[src/rtl/rlrd_pkg.sv]
// Shared constants for the ring longest-run direction finder.
// Holds the stream field widths and the default ring size; no dependencies.
`timescale 1ns / 1ps

package rlrd_pkg;

   // Default and supported ring size
   localparam int SENSORS_DEFAULT = 16;

   // Width of the sensor snapshot on the request stream
   localparam int IN_WIDTH = 16;

   // Response field widths
   localparam int RUN_LENGTH_W = 5;
   localparam int RUN_START_W  = 4;
   localparam int DIRECTION_W  = 5;

   // Bus widths, padded to whole bytes
   localparam int REQ_TDATA_W  = 16;
   localparam int RSP_FIELDS_W = RUN_LENGTH_W + RUN_START_W + DIRECTION_W;
   localparam int RSP_TDATA_W  = ((RSP_FIELDS_W + 7) / 8) * 8;

endpackage

[src/rtl/ring_longest_run_direction.sv]
// Channel  | Group      | Payload
// ---------+------------+----------------------------------------------------
// request  | req_t*     | tdata[15:0] sensor_bits
// response | rsp_t*     | tdata run_length, run_start, direction; tuser valid
//
// One transaction per cycle while the response side does not stall. A chain
// of 2*Sensors scan cells, one per step of the doubled ring walk, then the
// response register. A stalled response holds the whole chain in place.
// Reset clears all valid flags; no clearing pass is needed.
// Top level of the ring longest-run direction finder; uses rlrd_pkg,
// rlrd_cell and rlrd_result.
`timescale 1ns / 1ps

module ring_longest_run_direction #(
   parameter int Sensors = rlrd_pkg::SENSORS_DEFAULT
) (
   input  logic                             clock,
   input  logic                             reset,
   // tdata: [15:0] sensor_bits
   input  logic [rlrd_pkg::REQ_TDATA_W-1:0] req_tdata,
   input  logic                             req_tvalid,
   output logic                             req_tready,
   // tdata: [4:0] run_length, [8:5] run_start, [13:9] direction, [15:14] zero
   output logic [rlrd_pkg::RSP_TDATA_W-1:0] rsp_tdata,
   // tuser: [0] direction_valid
   output logic                             rsp_tuser,
   output logic                             rsp_tvalid,
   input  logic                             rsp_tready
);
   import rlrd_pkg::*;

   localparam int Steps = 2 * Sensors;
   localparam int LenW  = $clog2(Steps + 1);
   localparam int IdxW  = $clog2(Sensors);

   logic                advance;
   logic                stg_valid  [0:Steps];
   logic [IN_WIDTH-1:0] stg_bits   [0:Steps];
   logic [LenW-1:0]     stg_cur    [0:Steps];
   logic [IdxW-1:0]     stg_cstart [0:Steps];
   logic [LenW-1:0]     stg_best   [0:Steps];
   logic [IdxW-1:0]     stg_bstart [0:Steps];

   logic [RUN_LENGTH_W-1:0] run_length;
   logic [RUN_START_W-1:0]  run_start;
   logic [DIRECTION_W-1:0]  direction;

   // Advance the chain whenever the response register is free or drained
   assign advance    = !rsp_tvalid || rsp_tready;
   assign req_tready = advance;

   // Feed the first cell with a fresh walk state
   assign stg_valid[0]  = req_tvalid;
   assign stg_bits[0]   = req_tdata[IN_WIDTH-1:0];
   assign stg_cur[0]    = '0;
   assign stg_cstart[0] = '0;
   assign stg_best[0]   = '0;
   assign stg_bstart[0] = '0;

   // One cell per step of the doubled walk
   generate
      for (genvar k = 0; k < Steps; k++) begin : g_cell
         rlrd_cell #(
            .Idx  (k % Sensors),
            .LenW (LenW),
            .IdxW (IdxW)
         ) u_cell (
            .clock      (clock),
            .reset      (reset),
            .advance    (advance),
            .in_valid   (stg_valid[k]),
            .in_bits    (stg_bits[k]),
            .in_cur     (stg_cur[k]),
            .in_cstart  (stg_cstart[k]),
            .in_best    (stg_best[k]),
            .in_bstart  (stg_bstart[k]),
            .out_valid  (stg_valid[k+1]),
            .out_bits   (stg_bits[k+1]),
            .out_cur    (stg_cur[k+1]),
            .out_cstart (stg_cstart[k+1]),
            .out_best   (stg_best[k+1]),
            .out_bstart (stg_bstart[k+1])
         );
      end
   endgenerate

   // Finish the walk and register the response
   rlrd_result #(
      .Sensors (Sensors),
      .LenW    (LenW),
      .IdxW    (IdxW)
   ) u_result (
      .clock         (clock),
      .reset         (reset),
      .advance       (advance),
      .in_valid      (stg_valid[Steps]),
      .in_best       (stg_best[Steps]),
      .in_bstart     (stg_bstart[Steps]),
      .out_valid     (rsp_tvalid),
      .out_length    (run_length),
      .out_start     (run_start),
      .out_direction (direction),
      .out_dir_valid (rsp_tuser)
   );

   assign rsp_tdata = RSP_TDATA_W'({direction, run_start, run_length});

endmodule

[src/rtl/rlrd_cell.sv]
// One scan step of the doubled ring walk: updates the current and best run.
// Depends on rlrd_pkg for the snapshot width.
`timescale 1ns / 1ps

module rlrd_cell #(
   parameter int Idx  = 0,
   parameter int LenW = 6,
   parameter int IdxW = 4
) (
   input  logic                             clock,
   input  logic                             reset,
   input  logic                             advance,
   input  logic                             in_valid,
   input  logic [rlrd_pkg::IN_WIDTH-1:0]    in_bits,
   input  logic [LenW-1:0]                  in_cur,
   input  logic [IdxW-1:0]                  in_cstart,
   input  logic [LenW-1:0]                  in_best,
   input  logic [IdxW-1:0]                  in_bstart,
   output logic                             out_valid,
   output logic [rlrd_pkg::IN_WIDTH-1:0]    out_bits,
   output logic [LenW-1:0]                  out_cur,
   output logic [IdxW-1:0]                  out_cstart,
   output logic [LenW-1:0]                  out_best,
   output logic [IdxW-1:0]                  out_bstart
);
   import rlrd_pkg::*;

   logic                active;
   logic                valid_ff;
   logic [IN_WIDTH-1:0] bits_ff;
   logic [LenW-1:0]     cur_ff, cur_in;
   logic [IdxW-1:0]     cstart_ff, cstart_in;
   logic [LenW-1:0]     best_ff, best_in;
   logic [IdxW-1:0]     bstart_ff, bstart_in;

   // Sensors past the snapshot width read as inactive
   generate
      if (Idx < IN_WIDTH) begin : g_tap
         assign active = in_bits[Idx];
      end else begin : g_off
         assign active = 1'b0;
      end
   endgenerate

   // Extend or break the current run, promote it when strictly longer
   always_comb begin
      cur_in    = '0;
      cstart_in = in_cstart;
      best_in   = in_best;
      bstart_in = in_bstart;
      if (active) begin
         cur_in = in_cur + LenW'(1);
         if (in_cur == '0) begin
            cstart_in = IdxW'(Idx);
         end
         if (cur_in > in_best) begin
            best_in   = cur_in;
            bstart_in = cstart_in;
         end
      end
   end

   // Control: valid flag moves with the pipeline
   always_ff @(posedge clock) begin
      if (reset) begin
         valid_ff <= 1'b0;
      end else if (advance) begin
         valid_ff <= in_valid;
      end
   end

   // Payload: hold on stall
   always_ff @(posedge clock) begin
      if (advance) begin
         bits_ff   <= in_bits;
         cur_ff    <= cur_in;
         cstart_ff <= cstart_in;
         best_ff   <= best_in;
         bstart_ff <= bstart_in;
      end
   end

   assign out_valid  = valid_ff;
   assign out_bits   = bits_ff;
   assign out_cur    = cur_ff;
   assign out_cstart = cstart_ff;
   assign out_best   = best_ff;
   assign out_bstart = bstart_ff;

endmodule

[src/rtl/rlrd_result.sv]
// Final stage: caps the doubled-scan length, forms the midpoint direction
// and holds the response register. Depends on rlrd_pkg for field widths.
`timescale 1ns / 1ps

module rlrd_result #(
   parameter int Sensors = rlrd_pkg::SENSORS_DEFAULT,
   parameter int LenW    = 6,
   parameter int IdxW    = 4
) (
   input  logic                              clock,
   input  logic                              reset,
   input  logic                              advance,
   input  logic                              in_valid,
   input  logic [LenW-1:0]                   in_best,
   input  logic [IdxW-1:0]                   in_bstart,
   output logic                              out_valid,
   output logic [rlrd_pkg::RUN_LENGTH_W-1:0] out_length,
   output logic [rlrd_pkg::RUN_START_W-1:0]  out_start,
   output logic [rlrd_pkg::DIRECTION_W-1:0]  out_direction,
   output logic                              out_dir_valid
);
   import rlrd_pkg::*;

   localparam int DirW = $clog2(3 * Sensors);

   logic [LenW-1:0]         len_cap;
   logic [DirW-1:0]         mid_sum;
   logic [DirW-1:0]         mid_wrap;
   logic                    dir_ok;
   logic                    valid_ff;
   logic [RUN_LENGTH_W-1:0] length_ff;
   logic [RUN_START_W-1:0]  start_ff;
   logic [DIRECTION_W-1:0]  direction_ff;
   logic                    dir_valid_ff;

   // Cap a full ring at the ring size; midpoint in half-spacing steps
   always_comb begin
      len_cap  = (in_best > LenW'(Sensors)) ? LenW'(Sensors) : in_best;
      dir_ok   = (len_cap != '0) && (len_cap != LenW'(Sensors));
      mid_sum  = (DirW'(in_bstart) << 1) + DirW'(len_cap) - DirW'(1);
      mid_wrap = (mid_sum >= DirW'(2 * Sensors)) ? mid_sum - DirW'(2 * Sensors) : mid_sum;
      if (!dir_ok) begin
         mid_wrap = '0;
      end
   end

   // Control: response valid
   always_ff @(posedge clock) begin
      if (reset) begin
         valid_ff <= 1'b0;
      end else if (advance) begin
         valid_ff <= in_valid;
      end
   end

   // Payload: response fields, held while stalled
   always_ff @(posedge clock) begin
      if (advance) begin
         length_ff    <= RUN_LENGTH_W'(len_cap);
         start_ff     <= RUN_START_W'(in_bstart);
         direction_ff <= DIRECTION_W'(mid_wrap);
         dir_valid_ff <= dir_ok;
      end
   end

   assign out_valid     = valid_ff;
   assign out_length    = length_ff;
   assign out_start     = start_ff;
   assign out_direction = direction_ff;
   assign out_dir_valid = dir_valid_ff;

endmodule

[config.mk]
export PLATFORM = sky130hd
export DESIGN_NAME = ring_longest_run_direction
export DESIGN_NICKNAME = d
export VERILOG_FILES = /design/src/rtl/rlrd_pkg.sv /design/src/rtl/ring_longest_run_direction.sv /design/src/rtl/rlrd_cell.sv /design/src/rtl/rlrd_result.sv
export SDC_FILE = /design/constraint.sdc
export NUM_CORES = 1
export LEC_CHECK = 0
export BUFFER_PORTS_ARGS = -buffer_cell sky130_fd_sc_hd__clkbuf_2
export CAP_MARGIN = 20
export CORE_ASPECT_RATIO = 1.4
export CORE_MARGIN = 3
export CORE_UTILIZATION = 48
export DETAILED_ROUTE_END_ITERATION = 8
export PLACE_DENSITY_LB_ADDON = 0.12
export SETUP_SLACK_MARGIN = 0.1
export SLEW_MARGIN = 5
export SYNTH_ARGS = -nofsm -noshare
export SYNTH_HDL_FRONTEND = slang
export SYNTH_SLANG_ARGS = --single-unit
[constraint.sdc]
create_clock -name clock -period 62.8 [get_ports clock]
set_input_delay 18.84 -clock clock [delete_from_list [all_inputs] [get_ports clock]]
set_output_delay 18.84 -clock clock [all_outputs]
set_load 0.01 [all_outputs]
==> results.md, run 1 <==
* Multi-input gate area at 12,800 um^2
* Synth Flop Type: edfxtp_1
* Fin crit period at 38,880 ps
* CTS tree: yes
* Total gr overflow at 0
* Hold Path Origin: g_cell[24].u_cell.out_bits[10]
* CP Launch Point: rsp_tready
* Mux contribution to synthesized area at 0.04348
* Mapped cell area at 43,590 um^2
* Worst Hold Endpoint: g_cell[25].u_cell.out_bits[10]
* Worst hold path cell count at 0
* Die ar. at 94,520 um^2
* Final setup vio count at 0
* Hold_ws at 412.3 ps
* Total number of vias at 22,380
* Rows at 130
* Final Hold Vio Count at 0
* Register Area at 29,370 um^2
* Worst R2R Setup Slack at 58,330 ps
* Crit-path max FO at 114
* Worst setup EP type: output port
* Syn Inst Count at 3,032
* Post-DRT Antenna Nets at 0
* Die width at 260.7 um
* Fill cells at 7,360
* Max clock buf depth at 3
* Skew final at 33.44 ps
* P_int at 1.374 mW
* Final worst path period share at 0.6191
* Share of cells above drive strength 1 at 0.1207
* Outcome: completed
* Die Ht at 362.6 um
* First-pass GRT wire length at 117.9 mm
* Hold_buf cts at 0
* Setup Buffers After CTS at 0
* GRT Total Usage at 0.1558
* TritonCTS Sinks at 989
* Vias per cell at 5.084
* I/O Pins at 39
* Synth top area cells: edfxtp_1, ha_1, inv_1
* CP startpoint kind: input port
* Area Growth Syn to Fin at 10.88%
* Clock power share at 0.308
* Critical Path AT at 20,040 ps
* Final net count at 3,391
* Port bufs at 36
* Synth top area share at 0.6585
* Hold Crit Class: register to register
* FFs w/ async S/R, synth at 0
* Static leakage at 19.36 nW
* Drt wl/cell at 16.32 um
* PwrDens at 39.10 nW/um^2
* FF-to-FF End: g_cell[13].u_cell.out_bits[2]
* Mapped Avg Cell Area at 14.38 um^2
* H-tree depth at 3
* Cell taking the most area after synthesis: edfxtp_1
* Slew headroom at 0.3062
* Initial DRC Count at 1,484
* Clock-pin slew on the worst setup and hold paths at 60 ps
* Worst R2R Start: u_result.out_valid
* Clock Latency Late Sink at 670 ps
* N_diodes at 0
* Post-synth EDFFs at 956
* Initial antenna violation count at 0
* Synth Register Bits at 989
* Peak VDD IR at 0.02234 mV
* Max cap viols at 0
* Largest family of logic cells by synthesized area: simple AND/OR/NAND/NOR gates
* Most common cell in the synthesized netlist: edfxtp_1
* Complex-gate fraction of the synthesized area at 0.05203
* Final WL at 71.85 mm
* Core Area at 89,950 um^2
* Combinational Power Share at 0.203
* Drt pass-1 iters at 5
* Final TNS setup at 0 ps
* CTS Buf Count at 95
* GP Congestion at 0.8195
* Slew Limit Fails at 0
* Seq/Total Area, Yosys at 0.6737
* Post-synthesis cell type count at 62
* Xor/xnor share of the synthesized area at 0.02290
* Synth warn at 0
* Seq pwr share at 0.489
* Required time worst endpoint at 43,960 ps
* Sw Pwr at 0.5156 mW
* Critical path type: input port to output port
* Vias in the first global route at 23,550
* Top cells by count, synth: edfxtp_1, inv_1, ha_1, nand2_1, and2_1
* Simple-Gate Fraction of Synth Area at 0.1064
* Root buffer cell: clkbuf_16
* Initial core utilization at 0.4847
* Synth Area in Adders at 0.06848
* Worst Tran Pin Value at 1041 ps
* FF-to-FF path depth at 6
* Sw Ratio at 0.2728
* Highest achievable clock rate at 25.72 MHz
* HPWL Detailed at 49.39 mm
* Largest net degree at the start of global routing at 190
* RSZ-0062 raised after global routing: false
* Cts repair resizes at 0
* DRC violations left at 0
[critical path, stage by stage]
cell,delay (ps)
clkbuf_2,90
nor2b_2,30
buf_4,240
inv_8,550
clkbuf_2,250
[cell type report]
type / count / share of cell area
Tap cell: 1188 / 0.03075
Inverter: 316 / 0.02469
Sequential cell: 989 / 0.6076
Clock inverter: 65 / 0.01540
Clock buffer: 113 / 0.05102
Timing Repair Buffer: 46 / 0.005798
Multi-Input combinational cell: 1685 / 0.2648
[how the worst max path moves through the flow]
stage,to,slack (ps),depth (start not counted)
after global routing,req_tready,23800,5
after global placement,req_tready,23940,5
final,req_tready,23920,5
after detailed placement,req_tready,23900,5
after CTS,req_tready,23900,5
after floorplan,req_tready,1970,4
[flip-flops by register name, indices dropped and copies added (netlist names)]
name and flops:
g_cell.u_cell.out_valid 32, u_result.out_length 5, g_cell.u_cell.out_bstart 112, g_cell.u_cell.out_cstart 108, g_cell.u_cell.out_bits 376, u_result.out_start 4
u_result.out_valid 1, u_result.out_dir_valid 1, u_result.out_direction 5, g_cell.u_cell.out_cur 169, g_cell.u_cell.out_best 176
[routing by layer]
metal	vias to the layer above	track usage	routed length, um
met4	0	0.06814	2405
li1	11080	-	-
met1	10910	0.1588	26280
met3	130	0.02253	1981
met5	-	0	0
met2	258	0.3089	41190
[cells in the final DEF (no fill, tap or decap), types with 24 or more instances in the layout]
cell,n
a21oi_1,121
a21oi_2,24
and2_1,179
and3_1,25
clkbuf_16,96
clkbuf_2,36
dfxtp_1,33
edfxtp_1,956
ha_1,237
inv_1,315
mux2_1,28
mux2_2,55
mux2_4,46
mux2i_1,27
nand2_1,183
nand2b_1,72
nand3_1,96
nor2_1,137
nor2b_1,72
o21ai_1,46
xnor2_1,64
xor2_1,50
[power groups by stage]
stage               clock network, mW  registers, mW  logic (mW)
floorplan                           0          0.914       0.312
global placement                    0          0.937       0.374
detailed placement                  0          0.939       0.387
CTS                             0.603          0.926       0.390
global route                    0.630          0.936       0.431
finish                          0.583          0.923       0.384
[logic make-up (layout without fill, tap and decap cells)]
kind of cell    Yosys count  in the layout
buf+inv                 359            540
fa+ha+maj               238            238
flops                   989            989
simple gates            862            862
mux                     156            156
xor+xnor                114            114
other cells               1              2
compound gates          313            313
[per-stage QoR]
stage / setup slack, ps / util / instance area [um^2] / power [mW] / cells
3_5_place_dp: 23900 / 0.5017 / 45130 / 1.326 / 4224
2_1_floorplan: 1971 / - / 43600 / 1.226 / 3033
5_1_grt: 23800 / 0.5374 / 48340 / 1.997 / 4402
6_report: 23920 / 0.5374 / 48340 / 1.890 / 4402
3_3_place_gp: 23940 / 0.5017 / 45130 / 1.311 / 4224
4_1_cts: 23900 / 0.5374 / 48340 / 1.920 / 4402
Note: power is estimated with default switching activity, not from simulation.
==> run 2, diff against run 1 <==
==> constraint.sdc (replaced) <==
create_clock -name clock -period 37 [get_ports clock]
set_input_delay 11.1 -clock clock [delete_from_list [all_inputs] [get_ports clock]]
set_output_delay 11.1 -clock clock [all_outputs]
set_load 0.01 [all_outputs]
==> run 2 against run 1 <==
  * Via count grew 0.50%
  * Cell area is 0.14% higher
  * Global-route usage is 0.20 points lower
  * Worst hold slack worse by 2.9 ps
  * Critical path depth is the same
  * Total power is 70% higher
  * First-iteration DRC count decreased by 4.9%
  * Sequential power is 70% higher
  * Critical endpoint unchanged
  * Largest cell class unchanged
==> results.md, run 2 (synthesized netlist as in run 1, its figures left out) <==
* Outcome: completed
* Die Ht at 362.6 um
* Root buffer cell: clkbuf_16
* Vias per cell at 5.109
* Most Frequent Cell on Critical Path: clkbuf_2
* Drt pass-1 iters at 4
* N_diodes at 0
* Initial core utilization at 0.4847
* Hold Crit Class: register to register
* Final setup vio count at 0
* Fin crit period at 23,390 ps
* Clock Latency Late Sink at 660 ps
* Worst hold path cell count at 0
* Leading cell type in the layout, fill and taps excluded: edfxtp_1
* Drt wl/cell at 16.37 um
* H-tree depth at 3
* Critical Path AT at 12,290 ps
* Vias in the first global route at 23,200
* Worst path max stage delay at 560 ps
* Die width at 260.7 um
* Hold_buf cts at 0
* Register Area at 29,370 um^2
* Initial DRC Count at 1,411
* Skew final at 36.93 ps
* Final net count at 3,391
* Final worst path period share at 0.6321
* Slew headroom at 0.2364
* Highest achievable clock rate at 42.76 MHz
* Max clock buf depth at 3
* TritonCTS Sinks at 989
* I/O Pins at 39
* FF-to-FF path depth at 7
* Worst Tran Pin Value at 1145 ps
* DRC violations left at 0
* Final non-filler cell area at 48,410 um^2
* Setup Buffers After CTS at 0
* First-pass GRT wire length at 116.2 mm
* Share of cells above drive strength 1 at 0.1213
* CP Depth at 5
* GRT Total Usage at 0.1538
* Commonest cells after routing, fill and taps aside: edfxtp_1, inv_1, ha_1
* Ordered cell list for the critical path: clkbuf_2 -> nor2b_2 -> buf_4 -> inv_8 -> clkbuf_2
* Hold Path Origin: g_cell[9].u_cell.out_bits[1]
* CTS tree: yes
* Critical-path top delay cell: inv_8
* CTS Buf Count at 96
* Worst R2R Setup Slack at 32,880 ps
* Max cap viols at 0
* Die ar. at 94,520 um^2
* Fill cells at 7,267
* Worst R2R Start: u_result.out_valid
* Worst setup EP type: output port
* Total number of vias at 22,490
* Initial antenna violation count at 0
* Total gr overflow at 0
* Post-DRT Antenna Nets at 0
* RSZ-0062 raised after global routing: false
* Buf+Inv Stages, Crit Path at 4
* Cts repair resizes at 0
* Worst Hold Endpoint: g_cell[10].u_cell.out_bits[1]
* Area Growth Syn to Fin at 11.04%
* Cell family with most CP delay: buffers and inverters
* Core Area at 89,950 um^2
* CP startpoint kind: input port
* Slew Limit Fails at 0
* Final WL at 72.08 mm
* Port bufs at 36
* Critical path type: input port to output port
* PwrDens at 66.32 nW/um^2
* M3 GR Usage at 0.02288
* Clock-pin slew on the worst setup and hold paths at 60 ps
* Peak VDD IR at 0.05809 mV
* Multi-input gate area at 12,800 um^2
* Layer with the highest usage: met2
* Met1 Resource Use GR at 0.1563
* Cell area after placement at 45,120 um^2
* Rows at 130
* Largest net degree at the start of global routing at 208
* Final TNS setup at 0 ps
* Static leakage at 19.42 nW
* Crit-path max FO at 113
* Required time worst endpoint at 25,900 ps
* FF-to-FF End: g_cell[6].u_cell.out_cur[5]
* HPWL Detailed at 49.26 mm
* GP Congestion at 0.8116
* Final Hold Vio Count at 0
* Total power at 3.210 mW
* M2 GR Usage at 0.3094
* Largest register FFs at 376
## run 2: metrics by stage
step                worst slack, ps  hold WS [ps]  utilization  std cells
floorplan                      2111         400.3            -       3033
global placement              13570         400.3       0.5017       4222
detailed placement            13560         404.5       0.5017       4222
CTS                           13550         410.8       0.5378       4401
global route                  13460         411.4       0.5381       4402
finish                        13610         409.4       0.5381       4402
## run 2: how the worst max path moves through the flow
stage / from / endpoint / slack (ps)
final: rsp_tready / req_tready / 13610
after global routing: rsp_tready / req_tready / 13460
after global placement: rsp_tready / req_tready / 13570
after detailed placement: rsp_tready / req_tready / 13560
after floorplan: rsp_tready / req_tready / 2110
after CTS: rsp_tready / req_tready / 13550
## run 2: power breakdown
part / total (mW) / switching [mW] / internal, mW
clock network: 0.990 / 0.418 / 0.572
logic: 0.652 / 0.362 / 0.289
registers: 1.57 / 0.0924 / 1.48
## run 2: metal layers
metal / wire, um / up-vias
met4: 1960 / 0
met1: 26340 / 11050
met3: 2074 / 130
met5: 0 / -
met2: 41710 / 240
li1: - / 11070
## run 2: layout make-up
cell class / count / area share
inverter: 316 / 0.02466
multi-input combinational: 1685 / 0.2644
clock inverter: 64 / 0.01311
clock buffer: 115 / 0.05413
tap: 1188 / 0.03071
sequential: 989 / 0.6067
timing repair buffer: 45 / 0.006307
==> run 3, diff against run 2 <==
==> constraint.sdc (replaced) <==
create_clock -name clock -period 23.4 [get_ports clock]
set_input_delay 7.02 -clock clock [delete_from_list [all_inputs] [get_ports clock]]
set_output_delay 7.02 -clock clock [all_outputs]
set_load 0.01 [all_outputs]
==> run 3 against run 2 <==
  * Cell count about the same
  * Critical endpoint unchanged
  * Worst hold slack worse by 6.9 ps
  * Clock-buffer cell count down 1
  * Combinational power up 56%
  * Utilization about the same
  * Critical path depth unchanged
  * Largest cell class unchanged
  * Die area unchanged
  * Routed wire length down 1.9%
  * Worst setup slack worse by 5300 ps
  * Sequential share of layout area about the same
  * First-iteration DRC count up 2.6%
  * Global-route usage down 0.11 points
==> results.md, run 3 (synthesized netlist as in run 1, its figures left out) <==
* Outcome: completed
* Hold_buf cts at 0
* Buf+Inv Stages, Crit Path at 4
* Area Growth Syn to Fin at 10.95%
* Required time worst endpoint at 16,380 ps
* Share of cells above drive strength 1 at 0.1203
* Core Area at 89,950 um^2
* Most Frequent Cell on Critical Path: clkbuf_2
* Layout Utilization at 0.5377
* Final TNS setup at 0 ps
* Final Worst Setup Slack at 8281 ps
* HPWL Detailed at 48.97 mm
* Commonest cells after routing, fill and taps aside: edfxtp_1, inv_1, ha_1
* Worst setup EP type: output port
* I/O Pins at 39
* Root buffer cell: clkbuf_16
* P_int at 3.674 mW
* Initial core utilization at 0.4847
* CTS tree: yes
* GP Congestion at 0.8059
* Total power at 5.055 mW
* Leading cell type in the layout, fill and taps excluded: edfxtp_1
* GRT Total Usage at 0.1527
* Setup Buffers After CTS at 0
* RSZ-0062 raised after global routing: false
* Critical path type: input port to output port
* Hold Crit Class: register to register
* Final WL at 70.74 mm
* TritonCTS Sinks at 989
* Max clock buf depth at 3
* Largest register FFs at 376
* Cell family with most CP delay: buffers and inverters
* PwrDens at 104.5 nW/um^2
* Final worst path period share at 0.6461
* Total gr overflow at 0
* Die width at 260.7 um
* Total number of vias at 22,520
* Initial antenna violation count at 0
* Seq pwr share at 0.490
* Clock power share at 0.307
* Vias per cell at 5.112
* Skew final at 35.77 ps
* Largest net degree at the start of global routing at 194
* Hold_ws at 402.5 ps
* Final net count at 3,394
* Combinational Power Share at 0.202
* Crit-path max FO at 81
* Place WS at 8263 ps
* Initial DRC Count at 1,448
* Die Ht at 362.6 um
* Peak VDD IR at 0.06689 mV
* Critical Path AT at 8100 ps
* Critical-path top delay cell: inv_8
* Vias in the first global route at 23,780
* Cts repair resizes at 0
* N_diodes at 0
* CTS Buf Count at 97
* Max cap viols at 0
* Worst Tran Pin Value at 1111 ps
* Drt wl/cell at 16.06 um
* Highest achievable clock rate at 66.14 MHz
* Fin crit period at 15,120 ps
* Slew Limit Fails at 0
* Final setup vio count at 0
* DRC violations left at 0
* Sw Pwr at 1.380 mW
* Clock-pin slew on the worst setup and hold paths at 60 ps
* Sw Ratio at 0.2731
* Die ar. at 94,520 um^2
* Worst path max stage delay at 450 ps
* First-pass GRT wire length at 116.2 mm
* Slew headroom at 0.2596
* Final Hold Vio Count at 0
* Drt pass-1 iters at 4
* Clock Latency Late Sink at 700 ps
* Ordered cell list for the critical path: clkbuf_2 -> nor2b_2 -> buf_4 -> inv_8 -> clkbuf_2
* CP startpoint kind: input port
* Rows at 130
* Port bufs at 36
* Static leakage at 19.36 nW
* Post-DRT Antenna Nets at 0
* H-tree depth at 3
==> run 3: cell count changes in the layout (fill, tap and decap cells not counted), sizes merged <==
cell / change
clkinvlp: +5
clkinv: -3
buf: +2
bufinv: +1
clkbuf: -1
inv: -1
==> run 3: final timing paths <==
path                                                     from                       endpoint  slack, ps  cells after the start
worst max-delay path                               rsp_tready                     req_tready       8280                      5
worst min-delay path            g_cell[21].u_cell.out_bits[8]  g_cell[22].u_cell.out_bits[8]        400                      0
worst max register to register             u_result.out_valid      u_result.out_direction[1]      19160                      6
worst min register to register  g_cell[21].u_cell.out_bits[8]  g_cell[22].u_cell.out_bits[8]        400                      0
==> run 3: final cells by class <==
class / instances / area, um^2
fillers: 7374 / 41580
flip-flops and latches: 989 / 29370
multi-input cells: 1685 / 12800
clock buffers: 114 / 2491
well taps: 1188 / 1486
inverters: 316 / 1194
clock inverters: 66 / 724.4
repair buffers: 47 / 307.8
==> run 3: power by group through the flow <==
stage,Combinational (mW),Sequential (mW),Clock (mW)
floorplan,0.836,2.45,0
global placement,1.00,2.51,0
detailed placement,1.03,2.52,0
CTS,1.04,2.49,1.61
global route,1.15,2.51,1.68
finish,1.02,2.48,1.55
==> run 3: per-stage QoR <==
stage	cell area [um^2]	std cells
after floorplan	43600	3033
after global placement	45130	4224
final	48370	4405
after CTS	48340	4404
after global routing	48370	4405
after detailed placement	45130	4224
==> run 3: per-layer routing <==
layer | track usage | part of all wire | wire [um] | vias up
met4 | 0.05862 | 0.028 | 1965 | 0
met5 | 0 | 0 | 0 | -
met3 | 0.02525 | 0.029 | 2020 | 134
li1 | - | - | - | 11070
met2 | 0.3048 | 0.58 | 41060 | 264
met1 | 0.1550 | 0.36 | 25700 | 11050
